`config.mk`:
```
export PLATFORM = sky130hd
export DESIGN_NAME = ppm_frame_symbol_generator
export DESIGN_NICKNAME = d
export VERILOG_FILES = /design/src/design/ppm_pkg.sv /design/src/design/ppm_frame_symbol_generator.sv
export SDC_FILE = /design/constraint.sdc
export NUM_CORES = 1
export LEC_CHECK = 0
export BUFFER_PORTS_ARGS = -buffer_cell sky130_fd_sc_hd__buf_2
export CORE_ASPECT_RATIO = 0.75
export CORE_MARGIN = 2
export CORE_UTILIZATION = 33
export DETAILED_ROUTE_END_ITERATION = 8
export PLACE_DENSITY_LB_ADDON = 0.1
export SKIP_CTS_REPAIR_TIMING = 1
export SYNTH_ARGS = -nofsm -noshare
export SYNTH_HDL_FRONTEND = slang
export SYNTH_SLANG_ARGS = --single-unit
```
`constraint.sdc`:
```
create_clock -name clk -period 8 [get_ports clk]
set_clock_uncertainty 0.2 [all_clocks]
set_input_delay 2 -clock clk [delete_from_list [all_inputs] [get_ports clk]]
set_output_delay 2 -clock clk [all_outputs]
set_load 0.1 [all_outputs]
```
`src/design/ppm_pkg.sv`:
```
`timescale 1ns / 1ps

package ppm_pkg;

	// configuration register indexes
	typedef enum logic [2:0] {
		CFG_CHANNEL_COUNT = 3'd0,
		CFG_PULSE_WIDTH   = 3'd1,
		CFG_FRAME_PERIOD  = 3'd2,
		CFG_ACTIVE_HIGH   = 3'd3
	} cfg_index_t;

	localparam logic [4:0]  MIN_CHANNELS    = 5'd4;
	localparam logic [15:0] PULSE_MIN_US    = 16'd100;
	localparam logic [15:0] PULSE_MAX_US    = 16'd1000;
	localparam logic [15:0] FRAME_MIN_US    = 16'd10000;
	localparam logic [15:0] FRAME_MAX_US    = 16'd40000;
	localparam logic [15:0] WIDTH_MIN_US    = 16'd800;
	localparam logic [15:0] WIDTH_MAX_US    = 16'd2200;
	localparam logic [14:0] SYNC_FALLBACK   = 15'd3000;
	localparam logic [17:0] SYNC_SATURATE   = 18'd32767;

	localparam logic [4:0]  RST_CHANNELS    = 5'd8;
	localparam logic [15:0] RST_PULSE_US    = 16'd300;
	localparam logic [15:0] RST_FRAME_US    = 16'd22500;

endpackage

```
`src/design/ppm_frame_symbol_generator.sv`:
```
`timescale 1ns / 1ps

// PPM frame symbol generator. Each input transaction carries one RC channel
// width in microseconds; the block clamps it to 800..2200 us (and lifts it
// above the separator pulse if needed) and returns one pulse/gap symbol: the
// active level for the pulse width, then the idle level for the rest of the
// slot. Once the configured number of channels has been sent, a second
// symbol follows carrying the sync gap (frame period minus time used minus
// pulse, 3000 us if that is not positive, capped at 32767 us) with
// sync_symbol set; last_of_run flags the final symbol of each input
// transaction. Throughput: one input transaction per cycle when out_stall is
// low; the transaction that closes a frame yields two symbols, and the single
// output register issues one symbol per cycle when not stalled. A symbol
// passes the input register, then the result register. While a symbol waits
// at the output, the input register can take one more transaction and then
// stalls. Config registers are written through cfg_* (always ready) and must
// only be changed while the block is idle; they are clamped at use, never
// rejected.
module ppm_frame_symbol_generator #(
	parameter int MAX_CHANNELS = 8
) (
	input  logic                 clk,
	input  logic                 arst_n,
	// configuration write channel
	input  logic                 cfg_valid,
	output logic                 cfg_ready,
	input  ppm_pkg::cfg_index_t  cfg_index,
	input  logic [15:0]          cfg_data,
	// input channel
	input  logic                 in_valid,
	output logic                 in_stall,
	input  logic [15:0]          channel_width_us,
	// output channel
	output logic                 out_valid,
	input  logic                 out_stall,
	output logic                 first_level,
	output logic [9:0]           first_duration_us,
	output logic                 second_level,
	output logic [14:0]          second_duration_us,
	output logic                 sync_symbol,
	output logic                 last_of_run
);

	import ppm_pkg::*;

	// slot counter never passes MAX_CHANNELS
	localparam int         CNT_W   = $clog2(MAX_CHANNELS + 1);
	localparam logic [4:0] MAX_CH5 = 5'(MAX_CHANNELS);

	// config registers
	logic [4:0]  channel_count_q;
	logic [15:0] pulse_width_q;
	logic [15:0] frame_period_q;
	logic        active_high_q;

	// frame state
	logic [CNT_W-1:0] slot_q;
	logic [15:0]      used_q;

	// input register
	logic        valid_s1;
	logic [15:0] width_s1;

	// result register and the held sync gap
	logic        valid_s2;
	logic [9:0]  pulse_s2;
	logic        act_s2;
	logic [14:0] gap_s2;
	logic        sync_s2;
	logic        last_s2;
	logic        pend_q;
	logic [14:0] sync_gap_q;

	logic             out_take;
	logic             move_s1;
	logic             load_s1;
	logic [CNT_W-1:0] count_c;
	logic [9:0]       pulse_c;
	logic [15:0]      frame_c;
	logic [15:0]      width_c;
	logic [15:0]      used_c;
	logic [CNT_W-1:0] slot_c;
	logic             end_c;
	logic [16:0]      need_c;
	logic [17:0]      diff_c;
	logic [14:0]      sync_gap_c;
	logic [14:0]      gap_c;

	assign cfg_ready = 1'b1;

	always_ff @(posedge clk or negedge arst_n) begin
		if (!arst_n) begin
			channel_count_q <= RST_CHANNELS;
			pulse_width_q   <= RST_PULSE_US;
			frame_period_q  <= RST_FRAME_US;
			active_high_q   <= 1'b1;
		end else if (cfg_valid && cfg_ready) begin
			unique case (cfg_index)
				CFG_CHANNEL_COUNT: channel_count_q <= cfg_data[4:0];
				CFG_PULSE_WIDTH:   pulse_width_q   <= cfg_data;
				CFG_FRAME_PERIOD:  frame_period_q  <= cfg_data;
				CFG_ACTIVE_HIGH:   active_high_q   <= cfg_data[0];
				default: ;
			endcase
		end
	end

	// handshake: the result register frees up on a take unless the sync
	// symbol is still to follow
	assign out_take = valid_s2 && !out_stall;
	assign move_s1  = valid_s1 && (!valid_s2 || (out_take && !pend_q));
	assign in_stall = valid_s1 && !move_s1;
	assign load_s1  = in_valid && !in_stall;

	// symbol arithmetic on the item leaving the input register
	always_comb begin
		if (channel_count_q < MIN_CHANNELS) begin
			count_c = CNT_W'(MIN_CHANNELS);
		end else if (channel_count_q > MAX_CH5) begin
			count_c = CNT_W'(MAX_CHANNELS);
		end else begin
			count_c = channel_count_q[CNT_W-1:0];
		end

		if (pulse_width_q < PULSE_MIN_US) begin
			pulse_c = PULSE_MIN_US[9:0];
		end else if (pulse_width_q > PULSE_MAX_US) begin
			pulse_c = PULSE_MAX_US[9:0];
		end else begin
			pulse_c = pulse_width_q[9:0];
		end

		if (frame_period_q < FRAME_MIN_US) begin
			frame_c = FRAME_MIN_US;
		end else if (frame_period_q > FRAME_MAX_US) begin
			frame_c = FRAME_MAX_US;
		end else begin
			frame_c = frame_period_q;
		end

		if (width_s1 < WIDTH_MIN_US) begin
			width_c = WIDTH_MIN_US;
		end else if (width_s1 > WIDTH_MAX_US) begin
			width_c = WIDTH_MAX_US;
		end else begin
			width_c = width_s1;
		end
		// slot must stay longer than the separator pulse
		if (width_c <= {6'd0, pulse_c}) begin
			width_c = {6'd0, pulse_c} + 16'd1;
		end

		gap_c  = 15'(width_c - {6'd0, pulse_c});
		used_c = used_q + width_c;
		slot_c = slot_q + CNT_W'(1);
		end_c  = slot_c >= count_c;

		need_c = {1'b0, used_c} + {7'd0, pulse_c};
		diff_c = {2'b00, frame_c} - {1'b0, need_c};
		if ({1'b0, frame_c} > need_c) begin
			sync_gap_c = (diff_c > SYNC_SATURATE) ? SYNC_SATURATE[14:0] : diff_c[14:0];
		end else begin
			sync_gap_c = SYNC_FALLBACK;
		end
	end

	always_ff @(posedge clk or negedge arst_n) begin
		if (!arst_n) begin
			valid_s1 <= 1'b0;
			valid_s2 <= 1'b0;
			pend_q   <= 1'b0;
			slot_q   <= '0;
			used_q   <= '0;
		end else begin
			if (load_s1) begin
				valid_s1 <= 1'b1;
			end else if (move_s1) begin
				valid_s1 <= 1'b0;
			end

			if (move_s1) begin
				valid_s2 <= 1'b1;
				pend_q   <= end_c;
				slot_q   <= end_c ? '0 : slot_c;
				used_q   <= end_c ? '0 : used_c;
			end else if (out_take) begin
				// either the sync symbol moves up or the register drains
				valid_s2 <= pend_q;
				pend_q   <= 1'b0;
			end
		end
	end

	always_ff @(posedge clk) begin
		if (load_s1) begin
			width_s1 <= channel_width_us;
		end
		if (move_s1) begin
			pulse_s2   <= pulse_c;
			act_s2     <= active_high_q;
			gap_s2     <= gap_c;
			sync_s2    <= 1'b0;
			last_s2    <= !end_c;
			sync_gap_q <= sync_gap_c;
		end else if (out_take && pend_q) begin
			gap_s2  <= sync_gap_q;
			sync_s2 <= 1'b1;
			last_s2 <= 1'b1;
		end
	end

	assign out_valid          = valid_s2;
	assign first_level        = act_s2;
	assign first_duration_us  = pulse_s2;
	assign second_level       = !act_s2;
	assign second_duration_us = gap_s2;
	assign sync_symbol        = sync_s2;
	assign last_of_run        = last_s2;

endmodule

```
==> metrics.txt <==
most common cell in the netlist nand2_1; Synth area leaders edfxtp_1, dfrtp_1, ha_1; syn_area_per_cell 9.974 um2; count of cell types in the netlist 79; sequential power share 0.172; RSZ-0062 raised after global routing true; global-route wire length before repair 38.38 mm; Synth Warn # 0; area added between synthesis and finish 35.00%; Max Root-Sink Buffers 2; Inst Count DP 1346; Reg-to-Reg End sync_gap_q[11]; Combinational Power Share 0.688; Vert. Die Dim 140.3 um; CTS root buffer clkbuf_16; Final ANT Viol Nets 0; HP Class reg -> reg; Top cell by count, worst path a21oi_2; Reg2Reg Depth 38; PD cells 529.5 nW/um2; placed cell area 10030 um2; Die X 185.7 um; failing checks negative setup slack; Sw Share 0.4384; clock power share 0.141; Synth top cells by count nand2_1, ha_1, edfxtp_1, o21ai_0, a21oi_1; Synth Register Bits 120; Routed WL 24.48 mm; starting density of the core 0.3382; clock-pin transition on the worst setup and hold timing paths 60 ps; Max-Cap Viols 0; initial antenna violation count 0; DRC errors left 0; fraction of layout cells with a size suffix above 1 0.3637; fmax 122.8 MHz; diode count 0; WL/cell 17.55 um; hold path endpoint sync_symbol; max_slew headroom 0.2623; Synth Instances 819; peak supply drop 0.2952 mV; Clk Latency, worst-skew pair 430 ps; final net count 1162; GRT Util Overall 0.1941; Synth top area share 0.2132; gpl congestion 0.8861; CTS Buf Count 17; sequential fraction of the synthesis area 0.4048; measured slew at the worst slew-check pin 1091 ps; core area 24160 um2; crit-path max FO 7; R2R Path Start pulse_width_q[14]; Final Max Tran Viols 0; die area 26040 um2; CP Capture Type flop; cell area after synthesis 8169 um2; Post-synth EDFFs 58; area leader, netlist edfxtp_1; switching pwr 2560 uW; final instance area 11030 um2; largest stage delay on the critical path 530 ps; static leakage 0.004909 uW; H-Tree Depth 4; clock sinks 120; Pint 3279 uW; pre-CTS setup slack -318.5 ps; fin crit period 8144 ps; Cells on Worst Hold Path 2; Final WS setup -144.0 ps; initial DRC count 438; Vias 6966; Worst Path Arrival 8120 ps; HPWL after DPL 19.32 mm; Final Hold Fails 0; status finished with violations; kind of critical path reg -> reg; Slowest-stage cell, CP or4_4; Top FF cell, synth edfxtp_1; site row count 49; CTS tree built; largest net degree at the start of global routing 62; Non-Filler Instances 1395; number of setup violations in the final report 7; Worst Path Required 7980 ps; I/O pins 72; GR Overflow Total 0; final worst path period share 1.018; FFs w/ async S/R, synth 0.5083; count of input and output buffers 70; Initial DRT Pass Iterations 6; number of global-route vias before repair 6714; CP Launch Type flop; register-to-register setup slack -140 ps; vias per std cell 4.994; Worst Hold Launch sync_symbol
layout make-up:
type | count | area (um2)
inverter | 44 | 167.7
clock inverter | 14 | 188.9
clock buffer | 18 | 429.2
tap | 331 | 414.1
fill | 2351 | 13130
multi-input combinational | 638 | 4959
sequential | 120 | 3307
timing repair buffer | 230 | 1563
flip-flops by register name, summed over array words and instances, names as in the netlist, 4 cells and up:
signal / flops
channel_count_q: 5
first_duration_us: 10
frame_period_q: 16
pulse_width_q: 16
second_duration_us: 15
slot_q: 4
sync_gap_q: 15
used_q: 16
width_s1: 16
logic make-up (layout without fill, tap and decap cells):
group	Yosys count	after routing	synth area share
AOI/OAI and AO/OA	216	216	0.1769
xor gates and xnor gates	49	49	0.05254
adders and majority gates	71	71	0.1124
and+or+nand+nor	256	256	0.1620
DFF	120	120	0.4048
other	2	4	0.0009193
buffers and inverters	63	306	0.03063
muxes	42	42	0.05973
power groups by stage:
stage,logic [uW],registers [uW],clock network [uW]
3_5_place_dp,3560,1010,0
5_1_grt,4420,1020,863
4_1_cts,3580,1000,835
2_1_floorplan,2000,1230,0
3_3_place_gp,3580,1010,0
6_report,4020,1000,821
layout by cell type, fill, tap and decap left out, types with 5 or more instances in the layout:
cell	Yosys	layout
and3_1	9	7
and2_1	10	9
nand2b_1	21	18
buf_4	1	157
o21a_1	8	8
a21o_1	23	23
inv_1	43	41
edfxtp_1	58	58
a22o_1	8	8
nand3_1	18	17
ha_4	0	5
nor3_1	13	11
nand4_1	10	10
xnor2_1	28	25
o211ai_1	7	7
o21bai_1	8	8
nor4_1	5	5
o21ai_0	55	50
clkbuf_16	0	17
ha_1	67	61
o31ai_1	10	9
nor2_1	43	40
mux2_2	34	34
dfstp_2	15	15
a21oi_2	1	8
buf_2	0	70
nand2_1	84	82
nor2b_1	10	9
xor2_1	21	20
dfrtp_1	46	46
mux2_4	5	5
a21oi_1	53	45
worst max-delay path by stage:
| stage | from | endpoint | slack, ps |
|---|---|---|---|
| 2_1_floorplan | width_s1[14] | sync_gap_q[5] | 2 |
| 3_3_place_gp | width_s1[1] | sync_gap_q[5] | -220 |
| 3_5_place_dp | pulse_width_q[15] | sync_gap_q[5] | -320 |
| 4_1_cts | pulse_width_q[15] | sync_gap_q[5] | -360 |
| 5_1_grt | pulse_width_q[14] | sync_gap_q[11] | -550 |
| 6_report | pulse_width_q[14] | sync_gap_q[11] | -140 |
layer usage:
metal	wire length, um	track usage
met4	352	0.04724
met2	9842	0.2647
met1	13260	0.3100
met3	1025	0.03510
met5	0	0
per-stage QoR:
step           hold slack, ps  setup TNS (ps)  total power (uW)  utilization
2_1_floorplan           245.3               0              3229            -
3_3_place_gp            245.1           -1135              4594       0.4154
3_5_place_dp            234.8           -1972              4574       0.4154
4_1_cts                 249.7           -2653              5417       0.4410
5_1_grt                 309.8           -6303              6312       0.4565
6_report                241.6          -614.7              5840       0.4565
worst max-delay path: cells and delay by family, from the launching register on:
kind,cells,cell delay (ps)
compound gates,14,2430
xor+xnor,2,340
fa+ha+maj,5,1320
buf+inv,4,560
flops,1,370
mux,1,200
simple gates,12,2430
Power figures use the tool's default switching activity.
